File: config.mk
export PLATFORM = sky130hd
export DESIGN_NAME = hole_fit_allocator_flat
export DESIGN_NICKNAME = d
export VERILOG_FILES = /design/src/design/hfa_pkg.sv /design/src/design/hfa_if.sv /design/src/design/hfa_ctrl.sv /design/src/design/hfa_dp.sv /design/src/design/hole_fit_allocator.sv /design/src/flat_wrapper.sv
export SDC_FILE = /design/constraint.sdc
export NUM_CORES = 1
export LEC_CHECK = 0
export ABC_CLOCK_PERIOD_IN_PS = 3500
export BUFFER_PORTS_ARGS = -buffer_cell sky130_fd_sc_hd__buf_2
export CORE_MARGIN = 5
export CORE_UTILIZATION = 50
export DETAILED_ROUTE_END_ITERATION = 8
export PLACE_DENSITY = 0.71
export SYNTH_ARGS = -nofsm -noshare
export SYNTH_HDL_FRONTEND = slang
export SYNTH_SLANG_ARGS = --single-unit
File: constraint.sdc
create_clock -name clk -period 3.5 [get_ports clk]
set_input_delay 0.525 -clock clk [delete_from_list [all_inputs] [get_ports clk]]
set_output_delay 0.525 -clock clk [all_outputs]
set_load 0.02 [all_outputs]
File: src/design/hfa_pkg.sv
`timescale 1ns / 1ps

package hfa_pkg;

	// field widths fixed by the item format
	localparam int unsigned AMT_W    = 16;
	localparam int unsigned HIDX_W   = 4;
	localparam int unsigned STATUS_W = 2;
	localparam int unsigned MODE_W   = 2;
	localparam int unsigned HCNT_W   = 5;
	localparam int unsigned PADDR_W  = 3;
	localparam int unsigned PDATA_W  = 32;
	// wide enough to hold any table size or index in the parameter range
	localparam int unsigned EXT_W    = 9;

	// fit policies
	localparam logic [MODE_W-1:0] MODE_FIRST = 2'd0;
	localparam logic [MODE_W-1:0] MODE_BEST  = 2'd1;
	localparam logic [MODE_W-1:0] MODE_WORST = 2'd2;

	// item kinds
	localparam logic FUNC_LOAD    = 1'b0;
	localparam logic FUNC_REQUEST = 1'b1;

	// result status codes
	localparam logic [STATUS_W-1:0] ST_LOADED  = 2'd0;
	localparam logic [STATUS_W-1:0] ST_GRANTED = 2'd1;
	localparam logic [STATUS_W-1:0] ST_REFUSED = 2'd2;

	// register indexes
	localparam logic REG_FIT_MODE   = 1'b0;
	localparam logic REG_HOLE_COUNT = 1'b1;

	typedef enum logic [1:0] {
		ST_IDLE,
		ST_SCAN,
		ST_FINISH
	} state_t;

	// controller to datapath
	typedef struct packed {
		logic accept;
		logic scan_en;
		logic finish;
	} dp_cmd_t;

	// datapath to controller
	typedef struct packed {
		logic item_load;
		logic no_holes;
		logic scan_done;
		logic out_free;
	} dp_stat_t;

endpackage

File: src/design/hfa_if.sv
`timescale 1ns / 1ps

interface hfa_item_if;
	logic                        valid;
	logic                        ready;
	logic                        func;
	logic [hfa_pkg::HIDX_W-1:0]  hole_index;
	logic [hfa_pkg::AMT_W-1:0]   amount;

	modport source (output valid, output func, output hole_index, output amount, input ready);
	modport sink (input valid, input func, input hole_index, input amount, output ready);
endinterface

interface hfa_result_if;
	logic                          valid;
	logic                          ready;
	logic [hfa_pkg::STATUS_W-1:0]  status;
	logic [hfa_pkg::HIDX_W-1:0]    chosen_hole;
	logic [hfa_pkg::AMT_W-1:0]     remaining;

	modport source (output valid, output status, output chosen_hole, output remaining, input ready);
	modport sink (input valid, input status, input chosen_hole, input remaining, output ready);
endinterface

File: src/design/hfa_ctrl.sv
`timescale 1ns / 1ps

module hfa_ctrl (
	input  logic              clk,
	input  logic              arst_n,
	input  logic              item_valid,
	output logic              item_ready,
	input  hfa_pkg::dp_stat_t stat,
	output hfa_pkg::dp_cmd_t  cmd
);

	hfa_pkg::state_t state_q, state_nxt;

	// state register
	always_ff @(posedge clk or negedge arst_n) begin
		if (!arst_n) begin
			state_q <= hfa_pkg::ST_IDLE;
		end else begin
			state_q <= state_nxt;
		end
	end

	// next state
	always_comb begin
		state_nxt = state_q;
		case (state_q)
			hfa_pkg::ST_IDLE: begin
				if (item_valid) begin
					if (stat.item_load || stat.no_holes) begin
						state_nxt = hfa_pkg::ST_FINISH;
					end else begin
						state_nxt = hfa_pkg::ST_SCAN;
					end
				end
			end
			hfa_pkg::ST_SCAN: begin
				if (stat.scan_done) begin
					state_nxt = hfa_pkg::ST_FINISH;
				end
			end
			hfa_pkg::ST_FINISH: begin
				if (stat.out_free) begin
					state_nxt = hfa_pkg::ST_IDLE;
				end
			end
			default: begin
				state_nxt = hfa_pkg::ST_IDLE;
			end
		endcase
	end

	// outputs
	always_comb begin
		item_ready  = 1'b0;
		cmd.accept  = 1'b0;
		cmd.scan_en = 1'b0;
		cmd.finish  = 1'b0;
		case (state_q)
			hfa_pkg::ST_IDLE: begin
				item_ready = 1'b1;
				cmd.accept = item_valid;
			end
			hfa_pkg::ST_SCAN: begin
				cmd.scan_en = 1'b1;
			end
			hfa_pkg::ST_FINISH: begin
				cmd.finish = stat.out_free;
			end
			default: begin
				item_ready = 1'b0;
			end
		endcase
	end

	// an accepted word always leaves idle
	a_accept_leaves_idle: assert property (@(posedge clk) disable iff (!arst_n)
		(item_valid && item_ready) |=> (state_q != hfa_pkg::ST_IDLE))
		else $error("accepted word did not start work");

	// scan ends only into finish
	a_scan_exit: assert property (@(posedge clk) disable iff (!arst_n)
		(state_q == hfa_pkg::ST_SCAN) |=>
		(state_q == hfa_pkg::ST_SCAN || state_q == hfa_pkg::ST_FINISH))
		else $error("scan left to wrong state");

	// a result is only loaded when the output register can take it
	a_finish_free: assert property (@(posedge clk) disable iff (!arst_n)
		cmd.finish |-> stat.out_free)
		else $error("result overwrote pending output");

endmodule

File: src/design/hfa_dp.sv
`timescale 1ns / 1ps

module hfa_dp #(
	parameter int unsigned MAX_HOLES = 16
) (
	input  logic                           clk,
	input  logic                           arst_n,
	input  hfa_pkg::dp_cmd_t               cmd,
	output hfa_pkg::dp_stat_t              stat,
	input  logic [hfa_pkg::MODE_W-1:0]     fit_mode,
	input  logic [hfa_pkg::HCNT_W-1:0]     hole_count,
	hfa_item_if.sink                       item,
	hfa_result_if.source                   result
);

	localparam int unsigned IW = (MAX_HOLES > 1) ? $clog2(MAX_HOLES) : 1;
	localparam int unsigned CW = $clog2(MAX_HOLES + 1);
	localparam int unsigned XW = hfa_pkg::EXT_W;

	// hole table and its valid bits
	logic [hfa_pkg::AMT_W-1:0] mem_q [MAX_HOLES];
	logic [MAX_HOLES-1:0]      vld_q;

	// captured item
	logic                        func_q;
	logic [hfa_pkg::HIDX_W-1:0]  hidx_q;
	logic [hfa_pkg::AMT_W-1:0]   amt_q;

	// scan state
	logic [CW-1:0]               cnt_q;
	logic                        rd_vld_s1;
	logic                        rd_hit_s1;
	logic [IW-1:0]               rd_idx_s1;
	logic [hfa_pkg::AMT_W-1:0]   rd_data_s1;
	logic                        found_q;
	logic [IW-1:0]               best_idx_q;
	logic [hfa_pkg::AMT_W-1:0]   best_size_q;

	// output register
	logic                          out_vld_q;
	logic [hfa_pkg::STATUS_W-1:0]  out_status_q;
	logic [hfa_pkg::HIDX_W-1:0]    out_hole_q;
	logic [hfa_pkg::AMT_W-1:0]     out_rem_q;

	logic [XW-1:0]               n_ext;
	logic [CW-1:0]               n_use;
	logic [XW-1:0]               hidx_ext;
	logic [XW-1:0]               best_ext;
	logic                        load_in_table;
	logic [IW-1:0]               load_addr;
	logic [IW-1:0]               rd_addr;
	logic                        issue;
	logic [hfa_pkg::AMT_W-1:0]   cand;
	logic                        fits;
	logic                        is_best;
	logic                        is_worst;
	logic                        take;
	logic [hfa_pkg::AMT_W-1:0]   left;
	logic                        wr_en;
	logic [IW-1:0]               wr_addr;
	logic [hfa_pkg::AMT_W-1:0]   wr_data;

	// holes in use, clamped to the table size
	always_comb begin
		if (XW'(hole_count) > XW'(MAX_HOLES)) begin
			n_ext = XW'(MAX_HOLES);
		end else begin
			n_ext = XW'(hole_count);
		end
		n_use = n_ext[CW-1:0];
	end

	assign hidx_ext      = XW'(hidx_q);
	assign best_ext      = XW'(best_idx_q);
	assign load_in_table = (hidx_ext < XW'(MAX_HOLES));
	assign load_addr     = hidx_ext[IW-1:0];
	assign rd_addr       = cnt_q[IW-1:0];
	assign issue         = cmd.scan_en && (cnt_q < n_use);

	// candidate compare against the running choice
	assign cand     = rd_hit_s1 ? rd_data_s1 : '0;
	assign fits     = (cand >= amt_q);
	assign is_best  = (fit_mode == hfa_pkg::MODE_BEST);
	assign is_worst = (fit_mode == hfa_pkg::MODE_WORST);
	assign take     = rd_vld_s1 && fits && (!found_q ||
		(is_best && (cand < best_size_q)) || (is_worst && (cand > best_size_q)));
	assign left     = best_size_q - amt_q;

	// status to controller
	assign stat.item_load = (item.func == hfa_pkg::FUNC_LOAD);
	assign stat.no_holes  = (n_use == '0);
	assign stat.scan_done = (cnt_q >= n_use) && !rd_vld_s1;
	assign stat.out_free  = !out_vld_q || result.ready;

	// item capture
	always_ff @(posedge clk) begin
		if (cmd.accept) begin
			func_q <= item.func;
			hidx_q <= item.hole_index;
			amt_q  <= item.amount;
		end
	end

	// scan counter, read issue flag and found flag
	always_ff @(posedge clk or negedge arst_n) begin
		if (!arst_n) begin
			cnt_q     <= '0;
			rd_vld_s1 <= 1'b0;
			found_q   <= 1'b0;
		end else begin
			rd_vld_s1 <= issue;
			if (cmd.accept) begin
				cnt_q   <= '0;
				found_q <= 1'b0;
			end else begin
				if (issue) begin
					cnt_q <= cnt_q + 1'b1;
				end
				if (take) begin
					found_q <= 1'b1;
				end
			end
		end
	end

	// table read, one entry a cycle, and running choice update
	always_ff @(posedge clk) begin
		if (issue) begin
			rd_data_s1 <= mem_q[rd_addr];
			rd_hit_s1  <= vld_q[rd_addr];
			rd_idx_s1  <= rd_addr;
		end
		if (take) begin
			best_idx_q  <= rd_idx_s1;
			best_size_q <= cand;
		end
	end

	// table write: a load or the shrink of the granted hole
	always_comb begin
		wr_en   = 1'b0;
		wr_addr = load_addr;
		wr_data = amt_q;
		if (cmd.finish) begin
			if (func_q == hfa_pkg::FUNC_LOAD) begin
				wr_en = load_in_table;
			end else begin
				wr_en   = found_q;
				wr_addr = best_idx_q;
				wr_data = left;
			end
		end
	end

	always_ff @(posedge clk) begin
		if (wr_en) begin
			mem_q[wr_addr] <= wr_data;
		end
	end

	always_ff @(posedge clk or negedge arst_n) begin
		if (!arst_n) begin
			vld_q <= '0;
		end else if (wr_en) begin
			vld_q[wr_addr] <= 1'b1;
		end
	end

	// output register
	always_ff @(posedge clk or negedge arst_n) begin
		if (!arst_n) begin
			out_vld_q <= 1'b0;
		end else if (cmd.finish) begin
			out_vld_q <= 1'b1;
		end else if (result.ready) begin
			out_vld_q <= 1'b0;
		end
	end

	always_ff @(posedge clk) begin
		if (cmd.finish) begin
			if (func_q == hfa_pkg::FUNC_LOAD) begin
				out_status_q <= hfa_pkg::ST_LOADED;
				out_hole_q   <= hidx_q;
				out_rem_q    <= load_in_table ? amt_q : '0;
			end else if (found_q) begin
				out_status_q <= hfa_pkg::ST_GRANTED;
				out_hole_q   <= best_ext[hfa_pkg::HIDX_W-1:0];
				out_rem_q    <= left;
			end else begin
				out_status_q <= hfa_pkg::ST_REFUSED;
				out_hole_q   <= '0;
				out_rem_q    <= '0;
			end
		end
	end

	assign item.ready         = cmd.accept;
	assign result.valid       = out_vld_q;
	assign result.status      = out_status_q;
	assign result.chosen_hole = out_hole_q;
	assign result.remaining   = out_rem_q;

	// the running choice always fits the request
	a_choice_fits: assert property (@(posedge clk) disable iff (!arst_n)
		(found_q && !cmd.accept) |-> (best_size_q >= amt_q))
		else $error("chosen hole smaller than request");

	// a read result only follows an issued read
	a_read_issued: assert property (@(posedge clk) disable iff (!arst_n)
		rd_vld_s1 |-> $past(cmd.scan_en))
		else $error("read data without issue");

	// the counter never passes the holes in use while scanning
	a_cnt_bound: assert property (@(posedge clk) disable iff (!arst_n)
		cmd.scan_en |-> (cnt_q <= n_use))
		else $error("scan ran past holes in use");

endmodule

File: src/design/hole_fit_allocator.sv
`timescale 1ns / 1ps

// Hole-table allocator. Words arrive on the item channel (valid/ready): a load
// word (func 0) writes a hole size, a request word (func 1) takes amount from
// a hole chosen by fit_mode (first, best or worst fit, ties to the lowest
// index) among the lowest hole_count holes. Each word yields one word on the
// result channel: loaded, granted with the hole and its remaining size, or
// refused. fit_mode and hole_count are written over the APB port; the user
// must write them only while idle, as the block itself does not enforce it.
// A load, or a request with no holes in use, goes from accept straight to
// the finish state; a request first scans the holes in use, reading the hole
// table one entry per cycle. One word is worked on at a time; the next word
// is accepted as soon as the previous result sits in the output register,
// even while the receiver stalls it. A stalled result holds; a finished word
// waits in the controller until the output register frees. Reset clears both
// registers, the table (every hole reads zero) and all pending work; no
// clearing pass is needed.
module hole_fit_allocator #(
	parameter int unsigned MAX_HOLES = 16
) (
	input  logic                          clk,
	input  logic                          arst_n,
	hfa_item_if.sink                      item,
	hfa_result_if.source                  result,
	input  logic                          psel,
	input  logic                          penable,
	input  logic                          pwrite,
	input  logic [hfa_pkg::PADDR_W-1:0]   paddr,
	input  logic [hfa_pkg::PDATA_W-1:0]   pwdata,
	output logic [hfa_pkg::PDATA_W-1:0]   prdata,
	output logic                          pready
);

	logic [hfa_pkg::MODE_W-1:0]  fit_mode_q;
	logic [hfa_pkg::HCNT_W-1:0]  hole_count_q;
	logic                        reg_wr;
	logic                        reg_idx;
	hfa_pkg::dp_cmd_t            cmd;
	hfa_pkg::dp_stat_t           stat;
	logic                        ctrl_ready;

	assign pready  = 1'b1;
	assign reg_wr  = psel && penable && pwrite;
	assign reg_idx = paddr[2];

	// configuration registers
	always_ff @(posedge clk or negedge arst_n) begin
		if (!arst_n) begin
			fit_mode_q   <= hfa_pkg::MODE_FIRST;
			hole_count_q <= '0;
		end else if (reg_wr) begin
			if (reg_idx == hfa_pkg::REG_FIT_MODE) begin
				fit_mode_q <= pwdata[hfa_pkg::MODE_W-1:0];
			end else begin
				hole_count_q <= pwdata[hfa_pkg::HCNT_W-1:0];
			end
		end
	end

	// register read back
	always_comb begin
		if (reg_idx == hfa_pkg::REG_FIT_MODE) begin
			prdata = hfa_pkg::PDATA_W'(fit_mode_q);
		end else begin
			prdata = hfa_pkg::PDATA_W'(hole_count_q);
		end
	end

	hfa_ctrl u_ctrl (
		.clk        (clk),
		.arst_n     (arst_n),
		.item_valid (item.valid),
		.item_ready (ctrl_ready),
		.stat       (stat),
		.cmd        (cmd)
	);

	hfa_dp #(
		.MAX_HOLES (MAX_HOLES)
	) u_dp (
		.clk        (clk),
		.arst_n     (arst_n),
		.cmd        (cmd),
		.stat       (stat),
		.fit_mode   (fit_mode_q),
		.hole_count (hole_count_q),
		.item       (item),
		.result     (result)
	);

	// controller ready and datapath accept must agree
	a_ready_agree: assert property (@(posedge clk) disable iff (!arst_n)
		(item.valid && ctrl_ready) |-> cmd.accept)
		else $error("accept not issued for ready word");

	a_ready_match: assert property (@(posedge clk) disable iff (!arst_n)
		cmd.accept |-> ctrl_ready)
		else $error("accept without ready");

	a_finish_idle_next: assert property (@(posedge clk) disable iff (!arst_n)
		cmd.finish |=> ctrl_ready)
		else $error("not idle after result load");

endmodule

File: src/flat_wrapper.sv
// flat-port wrapper written by rule: the top's interface ports become plain ports
module hole_fit_allocator_flat 
#(
	parameter int unsigned MAX_HOLES = 16
)
  (clk, arst_n, psel, penable, pwrite, paddr, pwdata, prdata, pready, item_valid, item_func, item_hole_index, item_amount, item_ready, result_valid, result_status, result_chosen_hole, result_remaining, result_ready);
  hfa_item_if item_i ();
  hfa_result_if result_i ();
  input  logic clk;
  input  logic arst_n;
  input  logic psel;
  input  logic penable;
  input  logic pwrite;
  input  logic [hfa_pkg::PADDR_W-1:0] paddr;
  input  logic [hfa_pkg::PDATA_W-1:0] pwdata;
  output logic [hfa_pkg::PDATA_W-1:0] prdata;
  output logic pready;
  input wire logic [$bits(item_i.valid)-1:0] item_valid;
  input wire logic [$bits(item_i.func)-1:0] item_func;
  input wire logic [$bits(item_i.hole_index)-1:0] item_hole_index;
  input wire logic [$bits(item_i.amount)-1:0] item_amount;
  output wire logic [$bits(item_i.ready)-1:0] item_ready;
  output wire logic [$bits(result_i.valid)-1:0] result_valid;
  output wire logic [$bits(result_i.status)-1:0] result_status;
  output wire logic [$bits(result_i.chosen_hole)-1:0] result_chosen_hole;
  output wire logic [$bits(result_i.remaining)-1:0] result_remaining;
  input wire logic [$bits(result_i.ready)-1:0] result_ready;
  assign item_i.valid = item_valid;
  assign item_i.func = item_func;
  assign item_i.hole_index = item_hole_index;
  assign item_i.amount = item_amount;
  assign item_ready = item_i.ready;
  assign result_valid = result_i.valid;
  assign result_status = result_i.status;
  assign result_chosen_hole = result_i.chosen_hole;
  assign result_remaining = result_i.remaining;
  assign result_i.ready = result_ready;
  hole_fit_allocator #(.MAX_HOLES(MAX_HOLES)) u_core (.clk(clk), .arst_n(arst_n), .item(item_i), .result(result_i), .psel(psel), .penable(penable), .pwrite(pwrite), .paddr(paddr), .pwdata(pwdata), .prdata(prdata), .pready(pready));
endmodule
==> key figures, run 1 <==
Yosys
  • Top post-synthesis cells by area: edfxtp_1 (64%), mux4_2 (12%), dfrtp_1 (5.2%)
  • Mean Syn Cell Area: 17.3 um^2
  • Primary FF master, synth: edfxtp_1
  • Cell Area, Synth: 16,000 um^2
  • Synth warn: 0
  • Yosys reg bits: around 370
  • Dominant cell type by area after synthesis: edfxtp_1
  • Seq/Total Area, Yosys: 69.0%
  • Synth top area share: 63.9%
  • Synth cell types: 59
  • Synth top cells by count: edfxtp_1 (340), mux4_2 (85), ha_1 (50)
  • Syn Inst Count: between 900 and 1,000
  • Async SR Flop Fraction: 8.85%
  • Post-synth EDFFs: 340
  • Count leader, synth: edfxtp_1

Power and ir drop
  • Comb pwr share: 24.5%
  • Sw frac: 29.4%
  • Leak: 6.45 nW
  • Power Dens Cells: 721 nW/um^2
  • Register share of total power: 46.2%
  • Clock power share: 29.3%
  • IR drop worst, VDD: 348 uV
  • Int Pwr: 0.00927 W
  • Net Switching: 0.00386 W

Critical path
  • Setup crit end kind: flop
  • Most common cell type on the critical path: a21o_1
  • Worst path slowest cell: edfxtp_1
  • Buf/Inv on CP: 2
  • Max stage delay on crit path: 460 ps
  • Reg-to-reg setup timing slack: 510 ps
  • Max FO, Critical Path: 16
  • Cells along the critical path: ha_1 -> inv_1 -> fa_1 -> a21o_1 -> a221o_1 -> a21o_1 -> a21oi_1 -> xor2_1 -> o21ai_0 -> buf_4
  • CP top delay family: compound AO/OA/AOI/OAI gates
  • Worst reg2reg path depth: 10
  • CP Launch Type: flop
  • Critical path class: flop to flop
  • Arrival time at the worst endpoint: around 3300 ps
  • WP data required: between 3000 and 4000 ps
  • RR Endpoint: u_core.u_dp.mem_q[10][8]
  • RR Startpoint: u_core.u_dp.amt_q[0]

Clock tree
  • Clock Tree Buf Depth: 3
  • Post-CTS setup buffers: 0
  • CTS tree: built
  • Worst-path clk slew: 60 ps
  • H-tree levels: 2
  • Hold buffer count at cts: 0
  • Root Buffer: clkbuf_16
  • CTS buffer count: 39
  • Clk sink count: between 300 and 400
  • Post-CTS sizing: 0
  • Clock latency on the worst-skew pair: 540 ps

Cells and area
  • Area grow syn2layout: 14.0%
  • Layout cells sized above 1: a little over a quarter
  • Fin nets: 1,161
  • Ant diodes: 0
  • Non-Filler Instances: around 1,500
  • Fillcell total: 2,330

Global routing
  • Initial antenna violation count: 0
  • Total gr overflow: 0
  • First-pass GRT wire length: 51.8 mm
  • Largest net degree at the start of global routing: 73
  • GRT Resource Usage Total: 19.0%
  • Vias in the first global route: 8,767

Place
  • Post-Place Setup Slack: 496 ps
  • Placer Congestion: 0.849
  • Post-Place Cells: 1,408
  • # port buffers: 62
  • Hpwl dp: about 21 mm

Route
  • Routed vias: ~8,600
  • Drt first pass iters: 5
  • DR iter-0 viols: 636
  • Total Wirelength: between 30 and 40 mm
  • Routed Antenna Nets: 0
  • Vias/cell: between 5 and 6
  • DR WL/cell: 22.8 um
  • Residual DRC: 0

STA
  • RSZ-0062 raised after global routing: false
  • Setup WS post-layout: between 500 and 600 ps
  • Finish-stage setup viols: 0
  • Final min period: 2990 ps
  • Max Clk Rate: 335 MHz
  • Final Hold Viols: 0
  • Worst-margin pin slew: ~860 ps
  • Clk_skew: 18.0 ps
  • Max-slew headroom: a little over two fifths
  • Setup TNS: 0 ps
  • Slew Limit Fails: 0
  • Fin crit share: 85.4%

Floorplan
  • Die height: 189 um
  • Die ar.: 35,600 um^2
  • Row cnt: 65
  • DIE WIDTH: approximately 190 um
  • Core box area: 31,600 um^2
  • IO Pins: 120
  • Initial Util: 50.7%

Worst hold path
  • Min-Delay Path Class: primary input to asynchronous set/reset pin

Flow run
  • Max Cap Viol: 0

Outcome
  • Status: finished, final reports clean
[power by group through the flow]
stage               Combinational, W  Sequential [W]  Clock, W
detailed placement           0.00323         0.00616         0
global route                 0.00354         0.00614   0.00413
global placement             0.00315         0.00615         0
CTS                          0.00325         0.00608   0.00393
finish                       0.00322         0.00607   0.00384
floorplan                    0.00219         0.00613         0
[state kept, by name, indices dropped and copies added, names as in the netlist, 4 cells and up]
register	count
u_core.hole_count_q	5
u_core.u_dp.amt_q	16
u_core.u_dp.best_idx_q	4
u_core.u_dp.best_size_q	16
u_core.u_dp.cnt_q	5
u_core.u_dp.hidx_q	4
u_core.u_dp.mem_q	256
u_core.u_dp.rd_data_s1	16
u_core.u_dp.rd_idx_s1	4
u_core.u_dp.result.chosen_hole	4
u_core.u_dp.result.remaining	16
u_core.u_dp.vld_q	16
[per-layer routing]
| layer | vias to the layer above | GRT usage [%] | part of all wire (%) |
|---|---|---|---|
| met5 | - | 0 | 0 |
| met4 | 0 | 4.12 | 1.6 |
| met3 | 45 | 2.80 | 6.1 |
| met2 | 306 | 31.5 | 49 |
| met1 | 4373 | 27.3 | 43 |
| li1 | 3861 | - | - |
[stage by stage]
stage	hold slack [ps]	area, um^2	power, W	utilization (%)
detailed placement	406	17000	0.00939	54.0
floorplan	229	16100	0.00831	-
global placement	402	17000	0.00929	54.0
CTS	83.1	18200	0.0133	57.7
global route	113	18200	0.0138	57.7
finish	75.8	18200	0.0131	57.7
[placed cells by master (no fill, tap or decap), drive strengths merged, types with 5 or more instances in the layout]
cell type    n
inv         44
nand3       12
nor2        33
a21oi       24
nor2b        5
clkbuf      45
o22ai       12
conb        28
ha          50
nor3        10
o21a         6
mux4        85
a21o         9
clkinv      18
and2        22
o21ai       28
o31ai        6
mux2         9
xnor2        9
nand2       49
o21bai      16
mux2i        5
nand2b       5
edfxtp     340
a31oi        8
dfrtp       33
buf        113
[worst max-delay path by stage]
stage / start / to / slack, ps / cells past startpoint
finish: u_core.u_dp.amt_q[0] / u_core.u_dp.mem_q[10][8] / 510 / 10
global route: u_core.u_dp.rd_hit_s1 / u_core.u_dp.best_size_q[9] / 270 / 9
CTS: u_core.u_dp.rd_hit_s1 / u_core.u_dp.best_size_q[8] / 480 / 9
detailed placement: u_core.u_dp.rd_hit_s1 / u_core.u_dp.best_size_q[9] / 500 / 9
global placement: u_core.u_dp.rd_hit_s1 / u_core.u_dp.best_size_q[9] / 530 / 8
floorplan: u_core.u_dp.result.valid / u_core.u_dp.mem_q[0][0] / 4 / 7
[cell families (layout without fill, tap and decap cells)]
kind of cell    after synthesis  after routing  synth area share (%)
flops                       373            373                  69.0
simple gates                154            154                  4.71
compound gates              134            134                  5.53
mux                          99             99                  12.9
buf+inv                      97            224                  2.99
fa+ha+maj                    51             51                  4.04
xor+xnor                     13             13                 0.712
other cells                   2             28                0.0470
[area by class of cell]
cell class / instances / area, um^2 / area share [%]
Sequential cell: 373 / 11000 / 60.6
Tap cell: 402 / 503 / 2.76
Clock buffer: 45 / 1010 / 5.54
Inverter: 41 / 154 / 0.845
Clock inverter: 25 / 183 / 1.00
Timing Repair Buffer: 113 / 718 / 3.94
Multi-Input combinational cell: 479 / 4610 / 25.3
No activity file was read; power rests on OpenSTA's default activity.
==> run 2: changes to the inputs <==
==> constraint.sdc (replaced) <==
create_clock -name clk -period 3.5 [get_ports clk]
set_input_delay 0.525 -clock clk [delete_from_list [all_inputs] [get_ports clk]]
set_output_delay 0.525 -clock clk [all_outputs]
set_load 0.1 [all_outputs]
==> run 2 against run 1 <==
Net effect:
- total power rose by 7.3%
- critical path depth decreased by 2
- non-clock buffer count down 2
- largest cell class unchanged
- highest routed layer unchanged
- sequential share of layout area is 0.31 points lower
- critical path type unchanged
- worst hold slack got worse by 2.9 ps
==> key figures, run 2 (synthesis results as in run 1) <==
Place
  • Hpwl dp: 21.3 mm (-0.37%)
  • # port buffers: 62 (unchanged)
  • Post-Place Setup Slack: 408 ps (-88.7 ps)
  • Placer Congestion: 0.867 (+2.1%)

Cells and area
  • Layout cells sized above 1: 26.2% (-0.30 points)
  • Fin nets: 1,160 (-0.086%)
  • Most common cell after layout, fill and taps aside: edfxtp_1
  • Area grow syn2layout: 14.5%
  • Ant diodes: 0 (unchanged)
  • Fillcell total: 2,370 (+1.7%)
  • Biggest register: u_core.u_dp.mem_q
  • Most frequent cells in the layout: edfxtp_1 (340), mux4_2 (85), buf_2 (62)
  • Number of flip-flops in the largest register: 256 (unchanged)

STA
  • Worst-margin pin slew: 762 ps (-98.0 ps)
  • Final min period: 3050 ps (+65.3 ps)
  • RSZ-0062 raised after global routing: false
  • Finish-stage setup viols: 0 (unchanged)
  • Fin crit share: 87.3% (+1.9 points)
  • Slew Limit Fails: 0 (unchanged)
  • Final Hold Viols: 0 (unchanged)
  • Clk_skew: 13.7 ps (-4.25 ps)
  • Max-slew headroom: 49.2% (+6.8 points)
  • Setup WS post-layout: 446 ps (-65.3 ps)
  • Max Clk Rate: 327 MHz (-2.1%)

Clock tree
  • Post-CTS setup buffers: 0 (unchanged)
  • Clock Tree Buf Depth: 3 (unchanged)
  • Clk sink count: 373 (unchanged)
  • Worst-path clk slew: 60 ps (about the same)
  • Root Buffer: clkbuf_16
  • Post-CTS sizing: 0 (unchanged)
  • Clock latency on the worst-skew pair: 520 ps (-20 ps)
  • CTS buffer count: 40 (+2.6%)
  • Hold buffer count at cts: 0 (unchanged)
  • H-tree levels: 2 (unchanged)
  • CTS tree: built

Floorplan
  • Row cnt: 65 (unchanged)
  • Core box area: 31,600 um^2 (unchanged)
  • IO Pins: 120 (unchanged)
  • Initial Util: 50.7% (unchanged)
  • Die ar.: 35,600 um^2 (unchanged)
  • Die height: 189 um (unchanged)
  • DIE WIDTH: 189 um (unchanged)

Global routing
  • Vias in the first global route: 8,745 (-0.25%)
  • Largest net degree at the start of global routing: 73 (unchanged)
  • First-pass GRT wire length: 51.6 mm (-0.56%)
  • Total gr overflow: 0 (unchanged)
  • GRT Resource Usage Total: 19.0% (about the same)
  • Initial antenna violation count: 0 (unchanged)

Power and ir drop
  • Int Pwr: 0.00957 W (+3.2%)
  • Power Dens Cells: 770 nW/um^2 (+6.8%)
  • Net Switching: 0.00453 W (+17%)
  • Register share of total power: 42.9% (-3.3 points)
  • IR drop worst, VDD: 470 uV (+35%)
  • Clock power share: 28.9% (-0.4 points)
  • Comb pwr share: 28.2% (+3.7 points)
  • Sw frac: 32.1% (+2.7 points)
  • Design Power: 0.0141 W (+7.3%)
  • Leak: 6.49 nW (+0.67%)

Route
  • Residual DRC: 0 (unchanged)
  • DR WL/cell: 22.6 um (-0.89%)
  • Routed vias: 8,574 (-0.13%)
  • Total Wirelength: 33.4 mm (-0.82%)
  • Routed Antenna Nets: 0 (unchanged)
  • Drt first pass iters: 4 (-1)
  • DR iter-0 viols: 658 (+3.5%)
  • Vias/cell: 5.80 (-0.20%)

Worst hold path
  • Min-Delay Path Class: primary input to asynchronous set/reset pin

Critical path
  • Worst path slowest cell: edfxtp_1
  • WP data required: 3720 ps (-50 ps)
  • Setup crit end kind: flop
  • CP top delay family: simple AND/OR/NAND/NOR gates
  • Arrival time at the worst endpoint: 3280 ps (+20 ps)
  • Buf/Inv on CP: 1 (-1)
  • Max FO, Critical Path: 18 (+2)
  • CP Launch Type: flop
  • Reg-to-reg setup timing slack: 450 ps (-70 ps)
  • Critical path class: flop to flop
  • Max stage delay on crit path: 590 ps (+130 ps)
  • Cells along the critical path: and2_1 -> ha_1 -> nand3_1 -> nor4_1 -> a211oi_1 -> mux2i_1 -> a21oi_2 -> buf_12

Flow run
  • Max Cap Viol: 0 (unchanged)

Outcome
  • Status: finished, final reports clean
-- run 2: cell count changes in the layout (fill, tap and decap cells not counted), sizes merged --
cell | before | now
buf | 113 | 111
bufinv | 1 | 2
clkbuf | 45 | 62
clkinv | 18 | 9
clkinvlp | 3 | 0
inv | 44 | 41
-- run 2: through the flow --
stage               hold WS [ps]  cells  instance area, um^2  utilization [%]  setup TNS [ps]
floorplan                    229    949                16100                -           -1020
global placement             401   1406                17000             53.9               0
detailed placement           407   1406                17000             53.9               0
CTS                         90.1   1479                18300             58.0               0
global route                 133   1479                18300             58.0               0
finish                      72.9   1479                18300             58.0               0
-- run 2: layout make-up --
cell class                 instances  area, um^2  area share [%]
sequential                       373       11000            60.3
multi-input combinational        479        4610            25.2
clock buffer                      62        1180            6.42
timing repair buffer             111         716            3.91
tap                              402         503            2.75
inverter                          41         154           0.841
clock inverter                    11         113           0.615
-- run 2: worst register-to-register path: stages (launching register included) --
cell      delay, ps
edfxtp_1        590
and2_1          270
ha_1            310
nand3_1         120
nor4_1          570
a211oi_1        220
mux2i_1         180
a21oi_2         280
buf_12          200
-- run 2: power by group through the flow --
stage | Sequential, W | Clock [W] | Combinational [W]
6_report | 0.00605 | 0.00407 | 0.00397
5_1_grt | 0.00611 | 0.00438 | 0.00429
4_1_cts | 0.00606 | 0.00417 | 0.00400
3_5_place_dp | 0.00614 | 0 | 0.00399
3_3_place_gp | 0.00613 | 0 | 0.00391
2_1_floorplan | 0.00666 | 0 | 0.00238
-- run 2: per-layer routing --
| layer | GRT usage, % | share of wire, % | vias up |
|---|---|---|---|
| met5 | 0 | 0 | - |
| met4 | 4.54 | 1.7 | 0 |
| met3 | 3.00 | 6.3 | 41 |
| met2 | 32.0 | 50 | 298 |
| met1 | 26.5 | 42 | 4368 |
| li1 | - | - | 3867 |
-- run 2: path summary, 6_finish.rpt --
check | from | end | cells after the start
max | u_core.u_dp.rd_hit_s1 | u_core.u_dp.best_size_q[12] | 8
min | arst_n | u_core.fit_mode_q[1] | 1
max reg2reg | u_core.u_dp.rd_hit_s1 | u_core.u_dp.best_size_q[12] | 8
min reg2reg | u_core.u_dp.rd_idx_s1[0] | u_core.u_dp.best_idx_q[0] | 0
max in group asynchronous | arst_n | u_core.u_dp.cnt_q[0] | 1
min in group clk | item_hole_index[2] | u_core.u_dp.hidx_q[2] | 1
==> run 3: changes to the inputs <==
PLACE_DENSITY = 0.81   (was 0.71)
==> run 3 against run 2 <==
Net effect:
- largest cell class unchanged
- worst hold slack got worse by 1.7 ps
- critical endpoint is now u_core.u_dp.best_size_q[8]
- largest power group unchanged
- non-clock buffer count increased by 3
- register-to-register slack gained 20 ps
- critical path type unchanged
==> key figures, run 3 (synthesis results as in run 1) <==
Power and ir drop
  • IR drop worst, VDD: 538 uV (+15%)
  • Sw frac: 32.9% (+0.79 points)
  • Power Dens Cells: 772 nW/um^2 (+0.22%)
  • Design Power: 0.0141 W (-0.23%)
  • Comb pwr share: 28.4% (+0.2 points)
  • Clock power share: 28.3% (-0.6 points)
  • Leak: 6.48 nW (-0.19%)
  • Net Switching: 0.00463 W (+2.2%)
  • Int Pwr: 0.00944 W (-1.4%)
  • Register share of total power: 43.3% (+0.4 points)

Global routing
  • GRT Resource Usage Total: 19.7% (+0.63 points)
  • GR Util met2: 34.6% (+2.6 points)
  • Total gr overflow: 0 (unchanged)
  • Busiest grt layer: met2
  • GR Layer Usage met3: 3.11% (+0.11 points)
  • First-pass GRT wire length: 53.5 mm (+3.8%)
  • Grt met1 use: 25.9% (-0.66 points)
  • Initial antenna violation count: 1 (+1)
  • Vias in the first global route: 9,133 (+4.4%)
  • Largest net degree at the start of global routing: 73 (unchanged)

Clock tree
  • Post-CTS setup buffers: 0 (unchanged)
  • Hold buffer count at cts: 0 (unchanged)
  • Clock Tree Buf Depth: 3 (unchanged)
  • CTS tree: built
  • Clk sink count: 373 (unchanged)
  • H-tree levels: 2 (unchanged)
  • Worst-path clk slew: 60 ps (about the same)
  • CTS buffer count: 38 (-5.0%)
  • Root Buffer: clkbuf_16
  • Clock latency on the worst-skew pair: 520 ps (about the same)
  • Post-CTS sizing: 0 (unchanged)

Cells and area
  • Final Util: 57.8% (-0.26 points)
  • Ant diodes: 0 (unchanged)
  • Fillcell total: 2,266 (-4.4%)
  • Non-Filler Instances: 1,477 (-0.14%)
  • Biggest register: u_core.u_dp.mem_q
  • Layout cells sized above 1: 25.6% (-0.60 points)
  • Register area: 11,000 um^2 (unchanged)
  • Area of the multi-input gates: 4580 um^2 (-0.65%)
  • Fin nets: 1,161 (+0.086%)
  • Area grow syn2layout: 14.0%
  • Most frequent cells in the layout: edfxtp_1 (340), mux4_2 (85), buf_2 (62)
  • Most common cell after layout, fill and taps aside: edfxtp_1
  • Number of flip-flops in the largest register: 256 (unchanged)
  • Post-route cell area: 18,200 um^2 (-0.44%)

Critical path
  • Worst reg2reg path depth: 9 (+1)
  • Reg-to-reg setup timing slack: 470 ps (+20 ps)
  • CP Launch Point: u_core.u_dp.rd_hit_s1
  • Critical path class: flop to flop
  • WP data required: 3710 ps (about the same)
  • Setup crit end kind: flop
  • Max FO, Critical Path: 18 (unchanged)
  • CP Launch Type: flop
  • Arrival time at the worst endpoint: 3240 ps (-40 ps)
  • RR Endpoint: u_core.u_dp.best_size_q[8]
  • RR Startpoint: u_core.u_dp.rd_hit_s1

STA
  • Max Clk Rate: 330 MHz (+0.67%)
  • Finish-stage setup viols: 0 (unchanged)
  • WHS: 71.2 ps (-1.73 ps)
  • Worst-margin pin slew: 875 ps (+113 ps)
  • Slew Limit Fails: 0 (unchanged)
  • Final Hold Viols: 0 (unchanged)
  • Fin crit share: 86.7% (-0.58 points)
  • RSZ-0062 raised after global routing: false
  • Max-slew headroom: 41.4% (-7.8 points)
  • Final min period: 3030 ps (-20.3 ps)
  • Clk_skew: 15.1 ps (+1.38 ps)

Floorplan
  • IO Pins: 120 (unchanged)
  • DIE WIDTH: 189 um (unchanged)
  • Row cnt: 65 (unchanged)
  • Core box area: 31,600 um^2 (unchanged)
  • Die height: 189 um (unchanged)
  • Die ar.: 35,600 um^2 (unchanged)
  • Initial Util: 50.7% (unchanged)

Route
  • Routed Antenna Nets: 0 (unchanged)
  • Residual DRC: 0 (unchanged)
  • Routed vias: 8,840 (+3.1%)
  • Vias/cell: 5.99 (+3.2%)
  • Total Wirelength: 35.0 mm (+4.8%)
  • DR WL/cell: 23.7 um (+5.0%)
  • Drt first pass iters: 5 (+1)
  • DR iter-0 viols: 868 (+32%)

Worst hold path
  • Min-Delay Path Class: primary input to asynchronous set/reset pin

Place
  • Area after DPL: 17,000 um^2 (-0.12%)
  • Post-Place Cells: 1,409 (+0.21%)
  • Placer Congestion: 0.877 (+1.1%)
  • Hpwl dp: 22.2 mm (+4.3%)
  • # port buffers: 62 (unchanged)

Flow run
  • Max Cap Viol: 0 (unchanged)

Outcome
  • Status: finished, final reports clean
[run 3: changes by cell type in the layout (fill, tap and decap cells not counted), moves of 2 or more]
cell        previous run  this run
nor2_1                19        31
inv_6                  0         2
buf_4                 46        50
clkbuf_1              15         9
clkbuf_16             42        39
clkinv_2               5         8
clkinvlp_4             0         2
nor2_2                14         2
clkbuf_8               5         2
[run 3: final cells by class]
| cell class | count | area share, % |
|---|---|---|
| Sequential cell | 373 | 60.6 |
| Multi-Input combinational cell | 479 | 25.1 |
| Timing Repair Buffer | 114 | 3.98 |
| Clock inverter | 18 | 1.04 |
| Clock buffer | 50 | 5.69 |
| Inverter | 41 | 0.844 |
| Tap cell | 402 | 2.76 |
[run 3: routing by layer]
metal	up-vias	share of wire, %
met3	61	6.6
met2	408	52
met4	2	2.4
met5	-	0.023
met1	4498	39
li1	3871	-
[run 3: worst max path at each step]
stage,to,depth (start not counted),slack (ps)
after detailed placement,u_core.u_dp.best_size_q[9],9,550
final,u_core.u_dp.best_size_q[8],9,470
after global routing,u_core.u_dp.best_size_q[6],9,320
after CTS,u_core.u_dp.best_size_q[9],9,510
after floorplan,u_core.u_dp.mem_q[0][0],7,-20
after global placement,u_core.u_dp.best_size_q[9],9,540
[run 3: metrics by stage]
stage	TNS, ps	setup WS (ps)
after floorplan	-1020	-15.9
after global placement	0	538
after detailed placement	0	549
after CTS	0	513
after global routing	0	317
final	0	466
[run 3: critical path, cell delays in order, from the launching register on]
cell	delay, ps
edfxtp_1	720
and2_1	280
ha_1	260
a21oi_1	150
o21ai_0	120
a221o_1	380
a211oi_1	240
mux2i_1	130
a21oi_2	170
buf_4	260
[run 3: power groups by stage]
stage               clock [W]  sequential [W]  combinational [W]
global placement            0         0.00615            0.00384
detailed placement          0         0.00617            0.00395
CTS                   0.00405         0.00609            0.00400
finish                0.00399         0.00609            0.00399
global route          0.00424         0.00614            0.00428
floorplan                   0         0.00666            0.00238
